[src/rtl/iq_instantaneous_features_assert.svh]
// Assertion macros shared by the RTL of the instantaneous feature block.
`ifndef IQ_INSTANTANEOUS_FEATURES_ASSERT_SVH
`define IQ_INSTANTANEOUS_FEATURES_ASSERT_SVH
`ifndef ASSERT_OFF
// Same-cycle implication under the async reset.
`define IFC_ASSERT_NOW(label, clk, rst_n, ante, cons) \
	label: assert property (@(posedge clk) disable iff (!rst_n) (ante) |-> (cons)) \
		else $error("assertion failed");
// Next-cycle implication under the async reset.
`define IFC_ASSERT_NEXT(label, clk, rst_n, ante, cons) \
	label: assert property (@(posedge clk) disable iff (!rst_n) (ante) |=> (cons)) \
		else $error("assertion failed");
`else
`define IFC_ASSERT_NOW(label, clk, rst_n, ante, cons)
`define IFC_ASSERT_NEXT(label, clk, rst_n, ante, cons)
`endif
`endif

[src/rtl/ifc_pkg.sv]
// Shared types, constants and the arctangent table of the feature block.
package ifc_pkg;

	localparam int GUARD_BITS = 14;
	localparam int MAX_STAGES = 24;
	localparam logic [16:0] INV_GAIN_Q17 = 17'd79594;
	localparam int MAG_SHIFT = GUARD_BITS + 17;

	// Magnitude and phase of one vector from the CORDIC core.
	typedef struct packed {
		logic [15:0]        mag;
		logic signed [15:0] phase;
	} vec_res_t;

	// Arctangent of 2^-idx in units of 2^-32 turn, rounded.
	function automatic logic [31:0] atan_turns(input logic [4:0] idx);
		logic [31:0] a;
		unique case (idx)
			5'd0:  a = 32'h20000000;
			5'd1:  a = 32'h12E4051E;
			5'd2:  a = 32'h09FB385B;
			5'd3:  a = 32'h051111D4;
			5'd4:  a = 32'h028B0D43;
			5'd5:  a = 32'h0145D7E1;
			5'd6:  a = 32'h00A2F61E;
			5'd7:  a = 32'h00517C55;
			5'd8:  a = 32'h0028BE53;
			5'd9:  a = 32'h00145F2F;
			5'd10: a = 32'h000A2F98;
			5'd11: a = 32'h000517CC;
			5'd12: a = 32'h00028BE6;
			5'd13: a = 32'h000145F3;
			5'd14: a = 32'h0000A2FA;
			5'd15: a = 32'h0000517D;
			5'd16: a = 32'h000028BE;
			5'd17: a = 32'h0000145F;
			5'd18: a = 32'h00000A30;
			5'd19: a = 32'h00000518;
			5'd20: a = 32'h0000028C;
			5'd21: a = 32'h00000146;
			5'd22: a = 32'h000000A3;
			5'd23: a = 32'h00000051;
			default: a = 32'h00000000;
		endcase
		return a;
	endfunction

endpackage

[src/rtl/ifc_cordic.sv]
// Iterative CORDIC vectoring core with a shared split constant multiplier.
module ifc_cordic #(
	parameter int SAMPLE_WIDTH = 16,
	parameter int CORDIC_ITERATIONS = 16
) (
	input  logic                           clk,
	input  logic                           arst_n,
	input  logic                           start,
	input  logic signed [SAMPLE_WIDTH-1:0] i_in,
	input  logic signed [SAMPLE_WIDTH-1:0] q_in,
	output logic                           done,
	output ifc_pkg::vec_res_t              res
);

	localparam int N  = (CORDIC_ITERATIONS > ifc_pkg::MAX_STAGES) ?
		ifc_pkg::MAX_STAGES : CORDIC_ITERATIONS;
	localparam int CW = $clog2(N);
	localparam int XW = SAMPLE_WIDTH + 17;
	localparam int XU = XW - 1;
	localparam int H  = (XU + 1) / 2;
	localparam int PW = H + 17;
	localparam int AW = XU + 17;

	typedef enum logic [4:0] {
		C_IDLE   = 5'b00001,
		C_ITER   = 5'b00010,
		C_MUL_LO = 5'b00100,
		C_MUL_HI = 5'b01000,
		C_ROUND  = 5'b10000
	} cstate_t;

	cstate_t               state_q;
	logic [CW-1:0]         cnt_q;
	logic signed [XW-1:0]  x_q, y_q;
	logic [31:0]           z_q;
	logic                  zero_q;
	logic [AW-1:0]         acc_q;
	logic                  done_q;
	ifc_pkg::vec_res_t     res_q;

	logic signed [XW-1:0]  x_init, y_init, dx, dy;
	logic [31:0]           atan_v;
	logic [H-1:0]          mul_op;
	logic [PW-1:0]         prod;
	logic [AW:0]           rnd_sum, mag_wide;
	logic [31:0]           z_rnd;

	// Scale the sample by the guard bits.
	assign x_init = {{3{i_in[SAMPLE_WIDTH-1]}}, i_in, {ifc_pkg::GUARD_BITS{1'b0}}};
	assign y_init = {{3{q_in[SAMPLE_WIDTH-1]}}, q_in, {ifc_pkg::GUARD_BITS{1'b0}}};

	// Shared micro-rotation step.
	assign dx     = y_q >>> cnt_q;
	assign dy     = x_q >>> cnt_q;
	assign atan_v = ifc_pkg::atan_turns(5'(cnt_q));

	// One multiplier serves both halves of the final x.
	assign mul_op = (state_q == C_MUL_LO) ? x_q[H-1:0] : H'(x_q[XU-1:H]);
	assign prod   = PW'(mul_op) * PW'(ifc_pkg::INV_GAIN_Q17);

	// Rounding of magnitude and phase.
	assign rnd_sum  = {1'b0, acc_q} + ((AW+1)'(1) << (ifc_pkg::MAG_SHIFT - 1));
	assign mag_wide = rnd_sum >> ifc_pkg::MAG_SHIFT;
	assign z_rnd    = z_q + 32'h0000_8000;

	// Sequencer and datapath registers.
	always_ff @(posedge clk or negedge arst_n) begin
		if (!arst_n) begin
			state_q <= C_IDLE;
			cnt_q   <= '0;
			done_q  <= 1'b0;
		end else begin
			done_q <= 1'b0;
			unique case (state_q)
				C_IDLE: begin
					if (start) begin
						zero_q <= (i_in == '0) && (q_in == '0);
						cnt_q  <= '0;
						if (i_in[SAMPLE_WIDTH-1]) begin
							x_q <= -x_init;
							y_q <= -y_init;
							z_q <= 32'h8000_0000;
						end else begin
							x_q <= x_init;
							y_q <= y_init;
							z_q <= 32'h0000_0000;
						end
						state_q <= C_ITER;
					end
				end
				C_ITER: begin
					if (!y_q[XW-1]) begin
						x_q <= x_q + dx;
						y_q <= y_q - dy;
						z_q <= z_q + atan_v;
					end else begin
						x_q <= x_q - dx;
						y_q <= y_q + dy;
						z_q <= z_q - atan_v;
					end
					cnt_q <= cnt_q + 1'b1;
					if (cnt_q == CW'(N - 1)) begin
						state_q <= C_MUL_LO;
					end
				end
				C_MUL_LO: begin
					acc_q   <= AW'(prod);
					state_q <= C_MUL_HI;
				end
				C_MUL_HI: begin
					acc_q   <= acc_q + (AW'(prod) << H);
					state_q <= C_ROUND;
				end
				C_ROUND: begin
					res_q.mag   <= (mag_wide > (AW+1)'(16'hFFFF)) ? 16'hFFFF : mag_wide[15:0];
					res_q.phase <= zero_q ? 16'sd0 : z_rnd[31:16];
					done_q      <= 1'b1;
					state_q     <= C_IDLE;
				end
				default: state_q <= C_IDLE;
			endcase
		end
	end

	assign done = done_q;
	assign res  = res_q;

	`include "iq_instantaneous_features_assert.svh"

	`IFC_ASSERT_NOW(a_start_idle, clk, arst_n, start, state_q == C_IDLE)
	`IFC_ASSERT_NEXT(a_iter_exit, clk, arst_n, (state_q == C_ITER) && (cnt_q == CW'(N - 1)), state_q == C_MUL_LO)
	`IFC_ASSERT_NEXT(a_round_done, clk, arst_n, state_q == C_ROUND, done_q && (state_q == C_IDLE))

endmodule

[src/rtl/iq_instantaneous_features.sv]
// Top level: instantaneous magnitude, phase and frequency of an I/Q sample stream.
// Usage:
//   Input channel in_valid/in_ready carries one I/Q sample per item with a
//   last_sample flag that closes the frame. Output channel out_valid/out_ready
//   carries results: magnitude, phase, frequency and frame_end.
//   Each sample is reported when the next one arrives, with frequency equal to
//   the wrapped phase step to that sample. The last sample of a frame is then
//   reported on its own with frequency zero and frame_end set.
//   An item passes from acceptance to its first result being loaded through
//   these steps: one micro-rotation per cycle in the shared CORDIC step unit,
//   the low and high halves of x on the split gain multiplier, the rounding
//   step, the hand-off of the result to the frame sequencer and the load of
//   the output register.
//   in_ready is high only while the block is idle. A waiting result sits in
//   the output register; the block still accepts the next item, and stalls
//   only when a new result needs that register. Reset and the close of a
//   frame clear the held sample, so a frame's first sample gives no result
//   of its own unless it also ends the frame.
module iq_instantaneous_features #(
	parameter int SAMPLE_WIDTH = 16,
	parameter int CORDIC_ITERATIONS = 16
) (
	input  logic                           clk,
	input  logic                           arst_n,
	input  logic                           in_valid,
	output logic                           in_ready,
	input  logic signed [SAMPLE_WIDTH-1:0] i_sample,
	input  logic signed [SAMPLE_WIDTH-1:0] q_sample,
	input  logic                           last_sample,
	output logic                           out_valid,
	input  logic                           out_ready,
	output logic [15:0]                    magnitude,
	output logic signed [15:0]             phase,
	output logic signed [15:0]             frequency,
	output logic                           frame_end
);

	typedef enum logic [3:0] {
		S_IDLE      = 4'b0001,
		S_BUSY      = 4'b0010,
		S_EMIT_PREV = 4'b0100,
		S_EMIT_LAST = 4'b1000
	} state_t;

	state_t              state_q;
	logic                last_q;
	logic                have_prev_q;
	logic [15:0]         prev_mag_q;
	logic signed [15:0]  prev_phase_q;
	logic                out_valid_q;
	logic [15:0]         mag_q;
	logic signed [15:0]  phase_q;
	logic signed [15:0]  freq_q;
	logic                frame_end_q;

	logic                start;
	logic                core_done;
	ifc_pkg::vec_res_t   core_res;
	logic                slot_free;
	logic                load_out;

	assign in_ready  = (state_q == S_IDLE);
	assign start     = in_valid && in_ready;
	assign slot_free = !out_valid_q || out_ready;
	assign load_out  = slot_free && ((state_q == S_EMIT_PREV) || (state_q == S_EMIT_LAST));

	ifc_cordic #(
		.SAMPLE_WIDTH      (SAMPLE_WIDTH),
		.CORDIC_ITERATIONS (CORDIC_ITERATIONS)
	) u_cordic (
		.clk    (clk),
		.arst_n (arst_n),
		.start  (start),
		.i_in   (i_sample),
		.q_in   (q_sample),
		.done   (core_done),
		.res    (core_res)
	);

	// Frame sequencing, held sample and output register.
	always_ff @(posedge clk or negedge arst_n) begin
		if (!arst_n) begin
			state_q      <= S_IDLE;
			last_q       <= 1'b0;
			have_prev_q  <= 1'b0;
			prev_mag_q   <= '0;
			prev_phase_q <= '0;
			out_valid_q  <= 1'b0;
		end else begin
			if (out_valid_q && out_ready && !load_out) begin
				out_valid_q <= 1'b0;
			end
			unique case (state_q)
				S_IDLE: begin
					if (start) begin
						last_q  <= last_sample;
						state_q <= S_BUSY;
					end
				end
				S_BUSY: begin
					if (core_done) begin
						if (have_prev_q) begin
							state_q <= S_EMIT_PREV;
						end else if (last_q) begin
							state_q <= S_EMIT_LAST;
						end else begin
							prev_mag_q   <= core_res.mag;
							prev_phase_q <= core_res.phase;
							have_prev_q  <= 1'b1;
							state_q      <= S_IDLE;
						end
					end
				end
				S_EMIT_PREV: begin
					if (slot_free) begin
						mag_q       <= prev_mag_q;
						phase_q     <= prev_phase_q;
						freq_q      <= core_res.phase - prev_phase_q;
						frame_end_q <= 1'b0;
						out_valid_q <= 1'b1;
						if (last_q) begin
							state_q <= S_EMIT_LAST;
						end else begin
							prev_mag_q   <= core_res.mag;
							prev_phase_q <= core_res.phase;
							have_prev_q  <= 1'b1;
							state_q      <= S_IDLE;
						end
					end
				end
				S_EMIT_LAST: begin
					if (slot_free) begin
						mag_q        <= core_res.mag;
						phase_q      <= core_res.phase;
						freq_q       <= 16'sd0;
						frame_end_q  <= 1'b1;
						out_valid_q  <= 1'b1;
						have_prev_q  <= 1'b0;
						prev_mag_q   <= '0;
						prev_phase_q <= '0;
						state_q      <= S_IDLE;
					end
				end
				default: state_q <= S_IDLE;
			endcase
		end
	end

	assign out_valid = out_valid_q;
	assign magnitude = mag_q;
	assign phase     = phase_q;
	assign frequency = freq_q;
	assign frame_end = frame_end_q;

	`include "iq_instantaneous_features_assert.svh"

	`IFC_ASSERT_NOW(a_done_when_busy, clk, arst_n, core_done, state_q == S_BUSY)
	`IFC_ASSERT_NEXT(a_accept_busy, clk, arst_n, start, !in_ready)
	`IFC_ASSERT_NEXT(a_last_clears, clk, arst_n, load_out && (state_q == S_EMIT_LAST), out_valid_q && frame_end_q && !have_prev_q)

endmodule
[config.mk]
export PLATFORM = sky130hd
export DESIGN_NAME = iq_instantaneous_features
export DESIGN_NICKNAME = d
export VERILOG_FILES = /design/src/rtl/ifc_pkg.sv /design/src/rtl/ifc_cordic.sv /design/src/rtl/iq_instantaneous_features.sv
export VERILOG_INCLUDE_DIRS = /design/src /design/src/rtl
export SDC_FILE = /design/constraint.sdc
export NUM_CORES = 1
export LEC_CHECK = 0
export BUFFER_PORTS_ARGS = -buffer_cell sky130_fd_sc_hd__buf_2
export CORE_ASPECT_RATIO = 1.25
export CORE_UTILIZATION = 59
export DETAILED_ROUTE_END_ITERATION = 8
export GPL_TIMING_DRIVEN = 1
export MAX_ROUTING_LAYER = met4
export PLACE_DENSITY_LB_ADDON = 0.3
export SKIP_LAST_GASP = 1
export SYNTH_ARGS = -nofsm -noshare
export SYNTH_HDL_FRONTEND = slang
export SYNTH_HIERARCHICAL = 1
export SYNTH_SLANG_ARGS = --single-unit
[constraint.sdc]
create_clock -name clk -period 9 [get_ports clk]
set_clock_uncertainty 0.15 [all_clocks]
set_input_delay 2.7 -clock clk [delete_from_list [all_inputs] [get_ports clk]]
set_output_delay 2.7 -clock clk [all_outputs]
set_load 0.005 [all_outputs]
* Word-level counts from Yosys, hierarchy flattened *
Memories as Yosys holds them, arrays and structs flattened.
Index checks and enable logic that the tools add are counted.
W data, S select, Z words.

storage, ports and cells
  register bits = 278
  ROM bits = 480
  bits of input ports = 37
  output and inout port bits = 51
  word-level logic and storage cells = 141
  memories = 1

operators by class
  add/sub/neg operators = 13
  $mul = 1
  $lt $le $gt $ge = 1
  equality and inequality tests = 18
  shifts and indexed selects = 2
  multiplexer cells = 58
  reductions and logical operators = 27

memories
  name             depth  bits a word  read ports  clocked after memory_dff  write ports  RTL line       RTL
  (no name shown)  16     30           1           0                         0            ifc_pkg.sv:18  unique case (idx)

operators by type and width
  kind                      number
  $mux W16                  15
  $mux W33                  6
  $pmux W33 S2              2
  $pmux W49 S2              1
  $mux W32                  3
  $pmux W16 S2              3
  $pmux W16 S3              2
  $add A33 B33 Y33          2
  $neg A30 Y33              2
  $sshr A33 B4 Y33          2
  $sub A33 B33 Y33          2
  $pmux W32 S2              1
  $add A49 B31 Y50 const B  1
  $add A49 B49 Y49          1
  $add A32 B16 Y32 const B  1
  $add A32 B32 Y32          1
  $logic_not A16 Y1         2
  $mul A16 B16 Y32 const B  1
  $sub A32 B32 Y32          1
  $mux W4                   7
  $pmux W5 S4               1
  $gt A19 B16 Y1 const B    1
  $pmux W4 S4               1
  $sub A16 B16 Y16          1
  other kinds (27)          60

* Logic depth before layout (Yosys ltp) *
Gate-level depths: netlist of run 1.

  word-level depth = 8
  mapped depth = 38
  gate-level depth less buffers = 37

* Modules after synthesis *
The synthesis of run 1 kept the hierarchy.

by module, submodules not included
  module                     times used  cells an instance  area an instance (sq um)  sequential area each (sq um)
  ifc_cordic                 1           2,890              25,353.1                  5,146.2
  iq_instantaneous_features  1           451                4,475.5                   2,448.6

* Worst setup path after synthesis of run 1 *
Ideal clock, no wire load.

  path type = register to register
  start point = register u_cordic.state_q[0]
  end point = register u_cordic.acc_q[48] (data pin)
  setup time = 0.261 ns
  arrival time = 8.482 ns
  data required time = 8.589 ns
  path slack = 0.107 ns
  stages on the path, launching flop included = 33
  buffers on the path = 1
  period minus slack after synthesis = 8.893 ns
  path through = dfstp_2 > nor3_1 > nand2_1 > buf_1 > mux2i_1 > xnor2_1 > ha_1 > inv_1 > fa_1 > inv_1 > fa_1 > fa_1 > fa_1 > inv_1 > fa_1 > inv_1 > ha_1 > a21o_1 > a31oi_1 > o21ai_0 > nor4_1 > o21bai_1 > a21o_1 > a21oi_1 > o21ai_0 > xor2_1 > ha_1 > and3_1 > nand3_1 > or4_1 > o21ai_0 > xnor2_1 > mux2i_1

between the ends
  longest elaborated chain between the ends = 5
  elaborated cells between the ends (all ways) = 6
  classes of those cells = add/sub: 1; mul: 1; eq/ne: 2; mux: 2

RTL lines
  what                    RTL line                            RTL
  start, declared         ifc_cordic.sv:32                    cstate_t state_q;
  start signal, assigned  ifc_cordic.sv:69                    state_q <= C_IDLE;
  start signal, assigned  ifc_cordic.sv:88                    state_q <= C_ITER;
  start signal, assigned  ifc_cordic.sv:103                   state_q <= C_MUL_LO;
  $eq A5 B3 Y1            ifc_cordic.sv:58, ifc_cordic.sv:74
  $mux W16                ifc_cordic.sv:58                    assign mul_op = (state_q == C_MUL_LO) ? x_q[H-1:0] : H'(x_q[XU-1:H]);
  $mul A16 B16 Y32        ifc_cordic.sv:59                    assign prod = PW'(mul_op) * PW'(ifc_pkg::INV_GAIN_Q17);
  $add A49 B49 Y49        ifc_cordic.sv:111                   acc_q <= acc_q + (AW'(prod) << H);
  $pmux W49 S2 (*)        ifc_cordic.sv:74                    unique case (state_q)
  end signal, assigned    ifc_cordic.sv:107                   acc_q <= AW'(prod);
  end signal, assigned    ifc_cordic.sv:111
  end, declared           ifc_cordic.sv:37                    logic [AW-1:0] acc_q;

Every way passes the cells marked *; elsewhere a longest branch is shown, timed or not.
A chain may end at the register's enable or synchronous reset.

* Worst setup path in the final report of run 1 *
  start point = register u_cordic.state_q[1]
  end point = register u_cordic.acc_q[46] (data pin)

Same word-level chain as after synthesis.

==> results of run 1 <==
[cells by family (layout without fill, tap and decap cells)]
| family | after synthesis | in the layout | share of synthesized area |
|---|---|---|---|
| xor gates and xnor gates | 282 | 282 | 0.08280 |
| and+or+nand+nor | 1015 | 1015 | 0.1590 |
| DFF | 261 | 261 | 0.2546 |
| buffers and inverters | 400 | 468 | 0.05520 |
| AOI/OAI and AO/OA | 834 | 834 | 0.1787 |
| adders and majority gates | 374 | 374 | 0.1815 |
| other | 0 | 2 | 0 |
| muxes | 175 | 175 | 0.08817 |
[how the worst max path moves through the flow]
stage	to	start	cells after the start
after detailed placement	u_cordic/acc_q[48]$_SDFFCE_PP0P_	u_cordic/state_q[1]$_DFFE_PN0P_	33
after CTS	u_cordic/acc_q[48]$_SDFFCE_PP0P_	u_cordic/state_q[1]$_DFFE_PN0P_	33
after global routing	u_cordic/acc_q[48]$_SDFFCE_PP0P_	u_cordic/state_q[1]$_DFFE_PN0P_	36
final	u_cordic/acc_q[46]$_SDFFCE_PP0P_	u_cordic/state_q[1]$_DFFE_PN0P_	31
after global placement	u_cordic/acc_q[48]$_SDFFCE_PP0P_	u_cordic/state_q[1]$_DFFE_PN0P_	35
after floorplan	u_cordic/acc_q[48]$_SDFFCE_PP0P_	u_cordic/state_q[0]$_DFFE_PN1P_	32
[metrics by stage]
step / cell area, um^2 / util / hold slack, ns / setup TNS, ns
2_1_floorplan: 29830 / - / 0.2985 / 0
6_report: 32110 / 0.6469 / 0.3256 / 0
3_3_place_gp: 30920 / 0.6228 / 0.3095 / 0
5_1_grt: 32110 / 0.6468 / 0.3519 / -0.005941
3_5_place_dp: 30920 / 0.6228 / 0.3156 / 0
4_1_cts: 31960 / 0.6437 / 0.3295 / 0
[synth_stat cells (all sizes together) (47+ instances only)]
cell | number | area, um^2
inv | 255 | 957.2
nor2 | 270 | 1013
nor3 | 54 | 275.3
edfxtp | 212 | 6366
xor2 | 111 | 972.2
clkbuf | 79 | 297.8
fa | 98 | 1962
a21o | 86 | 645.6
a21oi | 233 | 1170
nand3 | 48 | 240.2
dfrtp | 47 | 1176
xnor2 | 171 | 1498
ha | 276 | 3453
mux4 | 65 | 1464
nand2 | 378 | 1419
o21ai | 217 | 1172
buf | 64 | 384.1
mux2i | 67 | 674.4
[power groups by stage]
stage / clock [mW] / sequential, mW / combinational (mW)
after floorplan: 0 / 1.32 / 0.0300
final: 1.29 / 1.29 / 0.0611
after global placement: 0 / 1.32 / 0.0582
after detailed placement: 0 / 1.32 / 0.0607
after global routing: 1.35 / 1.29 / 0.0673
after CTS: 1.32 / 1.29 / 0.0609
[layer usage]
metal  share of wire  vias up  routed length [um]  GRT usage
met2            0.52      895               44060     0.6131
met1            0.37    12238               31280     0.3572
met5               0        -                   0          -
met4           0.069        0                5907     0.2144
met3           0.048      289                4096    0.03642
li1                -    12083                   -          -
[registers in the layout (all words and copies together) (netlist names)]
name              cells
u_cordic/x_q         33
u_cordic/y_q         33
u_cordic/acc_q       32
u_cordic/res         32
u_cordic/z_q         32
frequency            16
magnitude            16
phase                16
prev_mag_q           16
prev_phase_q         16
u_cordic/state_q      5
state_q               4
u_cordic/cnt_q        4
frame_end             1
have_prev_q           1
last_q                1
out_valid             1
u_cordic/done         1
u_cordic/zero_q       1
[worst max-delay path: cells and delay by family (launching register included)]
family	cells	cell delay (ns)
adders and majority gates	8	3.63
and+or+nand+nor	9	1.43
DFF	1	0.45
AOI/OAI and AO/OA	5	1.42
buffers and inverters	5	0.40
xor gates and xnor gates	3	0.50
muxes	1	0.24
[area by class of cell]
| cell class | count | area share |
|---|---|---|
| Antenna cell | 2 | 0.0001558 |
| Clock buffer | 38 | 0.02560 |
| Clock inverter | 20 | 0.006701 |
| Inverter | 257 | 0.03004 |
| Multi-Input combinational cell | 2680 | 0.6459 |
| Sequential cell | 261 | 0.2369 |
| Tap cell | 651 | 0.02536 |
| Timing Repair Buffer | 153 | 0.02934 |
[timing repair]
action	in CTS	in global routing
setup endpoints to repair	0	7
resized for setup	0	35
buffers inserted	0	2
==> results by stage, run 1 <==
Run status:
- The flow ran to the end, and the final reports show no timing, DRC or antenna violations.

Finish:
- At the end of the flow, the number of nets in the layout was between 3000 and 4000.
- The library cells used most frequently in the layout, excluding fill and tap cells, are sky130_fd_sc_hd__nand2_1, sky130_fd_sc_hd__ha_1, sky130_fd_sc_hd__nor2_1.
- Leaving out fill and tap cells, the most frequent cell in the layout is sky130_fd_sc_hd__nand2_1.
- Of the cells placed in the final design, the portion with a size suffix greater than 1 is 0.1170.
- The total area of sequential cells is about 0.0076 mm^2.
- The multi-input combinational cells in the finished layout cover a total of between 0.02 and 0.025 mm^2.
- Once layout is complete, the cells apart from fillers number between 4000 and 5000.
- Compared with the post-synthesis result, the final layout area differs by 7.664%.
- The fill cell instance count of the final layout is 4154.

Setup path:
- The critical register-to-register path startpoint is u_cordic/state_q[1]$_DFFE_PN0P_.
- The register-to-register setup slack is 0.48 ns.
- The delay of the slowest cell on the worst path is around 0.57 ns.
- The critical path class is reg -> reg.
- For the worst setup path, the data arrival time is 8.69 ns.
- The type of origin of the critical path is a flop.
- The worst reg-to-reg path cell count is 31.
- Along the worst path, the maximum fanout reaches 8.
- In this run the critical register-to-register path is captured at u_cordic/acc_q[46]$_SDFFCE_PP0P_.
- Among the stages of the critical path, the cell type that occurs most often is sky130_fd_sc_hd__fa_1.
- The cell with the largest stage delay on the worst path is sky130_fd_sc_hd__fa_1.
- STA classifies the critical path endpoint as a flop.
- The endpoint required time on the critical path is ~9 ns.

Timing:
- The slew at the pin with the worst max-slew slack is between 1 and 1.5 ns.
- In the finished design, the share of the clock period the worst path needs comes to 0.9468.
- The number of hold violations in the final report is 0.
- The max-slew violation total from the final report was 0.
- Timing would allow up to 117.3 MHz.
- In this run the tightest slew margin relative to its limit is 0.2346.
- The final period demand of the worst path is roughly 8.5 ns.
- Once routing completed, OpenROAD measured the worst setup slack at around 0.48 ns.
- Setup violations remaining at the end of the flow were counted as 0.

Global routing:
- The overall routing resource usage is 0.3416.
- The number of antenna violations at the first check in global routing was 0.
- The global-route wire length before repair is approximately 130000 um.
- The pin count of the biggest net entering global routing is 80.
- For this run the aggregate overflow at the end of global routing stands at 0.
- The number of global-route vias before repair is 25432.

Yosys:
- The sequential area share after synthesis is 0.2546.
- The average cell area after synthesis is just under 9 um^2.
- In this run the cell area of the synthesized design comes to slightly below 0.03 mm^2.
- After synthesis, the share of flip-flops with an asynchronous set or reset is 0.1877.
- The synthesized netlist contains 96 unique library cells.
- The synthesized netlist cell count is roughly 3300.
- Synthesis produced a netlist with a net count of 3752.
- The number of enable-type register cells in the synthesized netlist is 212.
- The yosys synthesis warning count is 6.
- The leading register cell type out of synthesis is sky130_fd_sc_hd__edfxtp_1.
- Counting flops and latches in the post-synthesis netlist gives 261.

Routing:
- The first detailed-routing pass took 8 iterations.
- The number of vias per cell is ~6.3.
- The routed length per instance is around 21 um.
- The number of design rule violations left after detail routing is 0.
- For this block, the initial DRC count from the detailed router was around 1900.
- The count of nets left with antenna violations after detail routing is 0.
- The final route contains between 20000 and 30000 vias.
- The total wire length after detailed routing is around 85000 um.

Power and ir drop:
- The internal portion of the total power is ~2.1 mW.
- The maximum vdd drop is between 100 and 150 uV.
- The power dissipated by switching net loads is approximately 590 uW.
- Of the total power, the share spent switching nets is 0.2229.
- Of the total power, registers draw 0.489.
- The clock network power share is 0.488.
- The portion of total power attributed to combinational logic is 0.023.
- The cell leakage power is 14.39 nW.
- The total design power is 2.650 mW.
- The total power density per cell area is 82.53 mW/mm^2.

Hold path:
- The worst hold path terminates at prev_phase_q[9]$_DFFE_PN0P_.
- The cell count of the worst hold path is 2.
- The start point of the worst hold path is prev_phase_q[9]$_DFFE_PN0P_.
- The worst hold-check path type is reg -> reg.

Flow run:
- Max-cap violations in this run came to 0.

Clock network:
- The number of buffers added to fix hold violations after cts is 0.
- After clock tree synthesis, the clock-pin slew on the worst setup and hold paths is approximately 0.060 ns.
- The clock passes through at most 3 buffers.
- The clock net in this run drives a total of ~260 sinks.
- The clock buffer count from CTS is 31.
- TritonCTS built the clock tree.
- The H-tree level count is 1.
- The CTS root buffer is sky130_fd_sc_hd__clkbuf_16.
- The clock latency of the later-clocked register in the worst-skew pair is about 0.62 ns.

Die:
- The I/O pin count is 88.
- The initial core utilization is 0.6009.
- The placeable core region is between 0.04 and 0.05 mm^2.
- Row generation in the floorplan step produced 91 rows.
- The die covers 0.05147 mm^2.
- In this run the horizontal extent of the chip is approximately 200 um.
- The overall die height is approximately 250 um.

Placed design:
- The number of I/O port buffers is just under 90.
- The HPWL after detailed placement is roughly 67000 um.
- The post-placement worst setup slack is between 0.09 and 0.1 ns.
- The number of placed instances, taps included, is 4000.
- The congestion estimate from routability-driven global placement came to 1.043.
Power figures use the tool's default switching activity.
==> run 2: changes to the inputs <==
PLACE_DENSITY = 0.79   (was default)
PLACE_DENSITY_LB_ADDON = default   (was 0.3)
==> run 2 against run 1 <==
First-iteration DRC count is 5.1% higher. Power is 0.85% lower. Via count is 0.48% lower. Largest power group unchanged. Clock power hardly changed. Worst setup slack worse by 0.061 ns.
==> results by stage, run 2 (synthesized netlist as in run 1, its figures left out) <==
Global routing:
- The pin count of the biggest net entering global routing was 77 (was 80).
- The global-route wire length before repair came to 127700 um (was 134500 um).
- The number of global-route vias before repair is 25256 (was 25432).
- The overall routing resource usage is 0.3160 (was 0.3416).
- The number of antenna violations at the first check in global routing is 0 (unchanged).
- The remaining global-route overflow is 0 (unchanged).

Timing:
- The max-slew violation total from the final report is 0 (unchanged).
- The number of hold violations in the final report was 0 (unchanged).
- The final critical-path share of the clock period is 0.9536 (was 0.9468).
- The slew at the pin with the worst max-slew slack came to 1.013 ns (was 1.143 ns).
- The count of endpoints failing setup in the final report is 0 (unchanged).
- The final period demand of the worst path is 8.583 ns (was 8.522 ns).
- The worst relative slew slack came to 0.3162 (was 0.2346).
- The top achievable clock speed is 116.5 MHz (was 117.3 MHz).

Power and ir drop:
- The total power density per cell area was 81.95 mW/mm^2 (was 82.53 mW/mm^2).
- The power dissipated by switching net loads came to 568.6 uW (was 590.7 uW).
- The total design power is 2.628 mW (was 2.650 mW).
- The clock network power share came to 0.486 (was 0.488).
- The cell leakage power is 14.39 nW (about the same).
- The internal power contribution is 2.059 mW (was 2.060 mW).
- The portion of total power attributed to combinational logic is 0.021 (was 0.023).
- The switching power as a share of total power is 0.2164 (was 0.2229).
- The power share of the sequential group was 0.493 (was 0.489).
- The maximum vdd drop came to 136.6 uV (was 128.3 uV).

Setup path:
- The critical register-to-register path startpoint is u_cordic/state_q[1]$_DFFE_PN0P_ (unchanged).
- The capture instance of the worst register-to-register path was u_cordic/acc_q[48]$_SDFFCE_PP0P_ (was u_cordic/acc_q[46]$_SDFFCE_PP0P_).
- The type of origin of the critical path was a flop (unchanged).
- The number of buffer and inverter stages on the critical path was 6 (was 5).
- The critical path class is reg -> reg (unchanged).
- The cell with the largest stage delay on the worst path is sky130_fd_sc_hd__fa_1 (unchanged).
- The endpoint required time on the critical path is 9.28 ns (was 9.17 ns).
- The delay of the slowest cell on the worst path is 0.54 ns (was 0.57 ns).
- The cell type group with the largest total delay on the critical path is adder cells (unchanged).
- The register-to-register setup slack came to 0.42 ns (was 0.48 ns).
- The top fanout value on the critical path is 16 (was 8).
- The critical path capture point type is a flop (unchanged).
- The instance count on the critical path is 31 (unchanged).
- The worst reg-to-reg path cell count is 31 (unchanged).
- The arrival time of data at the critical path endpoint was 8.86 ns (was 8.69 ns).

Clock network:
- The clock latency of the later-clocked register in the worst-skew pair is 0.59 ns (was 0.62 ns).
- The CTS root buffer is sky130_fd_sc_hd__clkbuf_16 (unchanged).
- The number of buffers added to fix hold violations after cts is 0 (unchanged).
- The H-tree level count is 1 (unchanged).
- The clock sink total came to 261 (unchanged).
- The clock edge transition at the registers on the reported setup and hold paths is 0.07 ns (was 0.06 ns).
- The clock buffer count from CTS came to 30 (was 31).
- The maximum clock path buffer count is 3 (unchanged).
- The TritonCTS clock tree is built (unchanged).

Routing:
- The total wire length after detailed routing came to 79050 um (was 85350 um).
- The number of design rule violations left after detail routing is 0 (unchanged).
- The count of nets left with antenna violations after detail routing is 0 (unchanged).
- The number of vias per cell came to 6.264 (was 6.279).
- The routed length per instance is 19.51 um (was 21.01 um).
- The number of iterations in the first detailed-routing pass was 8 (unchanged).
- The count of routing violations after the opening detailed-route iteration is 2048 (was 1948).
- The via count is 25382 (was 25505).

Finish:
- Registers with the most flip-flops: u_cordic/x_q (33), u_cordic/y_q (33) (unchanged).
- The post-layout instance area was 0.03207 mm^2 (was 0.03211 mm^2).
- The fraction of final layout cells sized beyond drive strength 1 was 0.1147 (was 0.1170).
- Most frequent cells in the layout: sky130_fd_sc_hd__nand2_1, sky130_fd_sc_hd__ha_1, sky130_fd_sc_hd__nor2_1 (unchanged).
- The total area of sequential cells came to 0.007607 mm^2 (was 0.007609 mm^2).
- The leading cell type in the layout, fill and taps excluded was sky130_fd_sc_hd__nand2_1 (unchanged).
- The area added between synthesis and finish is 7.504% (was 7.664%).
- The area of combinational cells with multiple inputs came to 0.02076 mm^2 (was 0.02074 mm^2).
- The count of antenna diodes in the layout is 0 (was 2).
- The final net count was 3788 (was 3795).
- The fill cell instance count of the final layout is 4112 (was 4154).

Placed design:
- The final weighted congestion in routability-driven placement is 0.9983 (was 1.043).
- The HPWL after detailed placement is 61030 um (was 66910 um).
- The cell area after placement is 0.03086 mm^2 (was 0.03092 mm^2).
- The number of I/O port buffers is 87 (unchanged).

Flow run:
- The max-capacitance violation count was 0 (unchanged).

Die:
- The I/O pin count was 88 (unchanged).
- The area of the die is 0.05147 mm^2 (unchanged).
- The number of core rows came to 91 (unchanged).
- The overall die width is 203.1 um (unchanged).
- The initial core utilization is 0.6009 (unchanged).
- The overall die height came to 253.4 um (unchanged).
- The placeable core region was 0.04964 mm^2 (unchanged).

Hold path:
- The start point of the worst hold path is prev_phase_q[4]$_DFFE_PN0P_ (was prev_phase_q[9]$_DFFE_PN0P_).
- The worst hold-check path type is reg -> reg (unchanged).
- The destination of the worst hold path is prev_phase_q[4]$_DFFE_PN0P_ (was prev_phase_q[9]$_DFFE_PN0P_).
- The cell count of the worst hold path is 2 (unchanged).

Run status:
- Status: completed (unchanged).
==> run 2: cell types whose count changed in the layout (fill, tap and decap cells not counted), moves of 2 or more <==
cell	previous run	this run
sky130_fd_sc_hd__ha_2	4	2
sky130_fd_sc_hd__mux2i_2	6	3
sky130_fd_sc_hd__clkbuf_1	5	3
sky130_fd_sc_hd__clkinv_1	6	3
sky130_fd_sc_hd__mux2i_1	60	62
sky130_fd_sc_hd__clkinv_2	4	7
sky130_fd_sc_hd__a31oi_1	43	41
sky130_fd_sc_hd__a31oi_2	0	2
sky130_fd_sc_hd__clkinv_4	2	5
sky130_fd_sc_hd__ha_1	271	273
sky130_fd_sc_hd__inv_1	251	253
sky130_fd_sc_hd__buf_4	64	59
sky130_fd_sc_hd__diode_2	2	0
sky130_fd_sc_hd__inv_2	3	1
==> run 2: timing repair <==
item	in CTS	in global routing
buffers inserted	0	4
resized for setup	0	30
setup endpoints to repair	0	8
==> run 2: worst max path at each step <==
stage / startpoint / endpoint
floorplan: u_cordic/state_q[0]$_DFFE_PN1P_ / u_cordic/acc_q[48]$_SDFFCE_PP0P_
global placement: u_cordic/state_q[0]$_DFFE_PN1P_ / u_cordic/acc_q[48]$_SDFFCE_PP0P_
detailed placement: u_cordic/state_q[0]$_DFFE_PN1P_ / u_cordic/acc_q[48]$_SDFFCE_PP0P_
CTS: u_cordic/state_q[1]$_DFFE_PN0P_ / u_cordic/acc_q[48]$_SDFFCE_PP0P_
global route: u_cordic/state_q[1]$_DFFE_PN0P_ / u_cordic/acc_q[46]$_SDFFCE_PP0P_
finish: u_cordic/state_q[1]$_DFFE_PN0P_ / u_cordic/acc_q[48]$_SDFFCE_PP0P_
==> run 2: final cells by class <==
cell class / count / area share
Clock inverter: 22 / 0.007960
Multi-Input combinational cell: 2680 / 0.6473
Inverter: 257 / 0.03008
Tap cell: 651 / 0.02540
Clock buffer: 34 / 0.02419
Timing Repair Buffer: 147 / 0.02786
Sequential cell: 261 / 0.2372
==> run 2: tightest hold or removal path, delay by kind of cell, from the launching register on <==
kind	cells	cell delay, ns
flops	1	0.34
compound gates	1	0.05
simple gates	1	0.06
==> run 2: stage by stage <==
| step | setup slack, ns | utilization | hold WS, ns | instances | setup TNS [ns] |
|---|---|---|---|---|---|
| floorplan | 0.1070 | - | 0.2985 | 3341 | 0 |
| global placement | 0.1521 | 0.6216 | 0.3091 | 3992 | 0 |
| detailed placement | 0.05128 | 0.6216 | 0.3149 | 3992 | 0 |
| CTS | 0.005727 | 0.6424 | 0.3283 | 4048 | 0 |
| global route | -0.07560 | 0.6460 | 0.3468 | 4052 | -0.08568 |
| finish | 0.4174 | 0.6460 | 0.3276 | 4052 | 0 |
==> run 2: metal layers <==
metal  global-route usage  up-vias  part of all wire
met5                    -        -                 0
met2               0.5457      975              0.50
li1                     -    12071                 -
met4               0.1712        0             0.059
met3              0.02883      286             0.054
met1               0.3626    12050              0.39
==> run 2: power by group through the flow <==
stage	clock network [mW]	registers, mW	logic, mW
global route	1.35	1.29	0.0621
CTS	1.31	1.29	0.0553
global placement	0	1.32	0.0528
finish	1.28	1.29	0.0549
detailed placement	0	1.32	0.0549
floorplan	0	1.32	0.0300
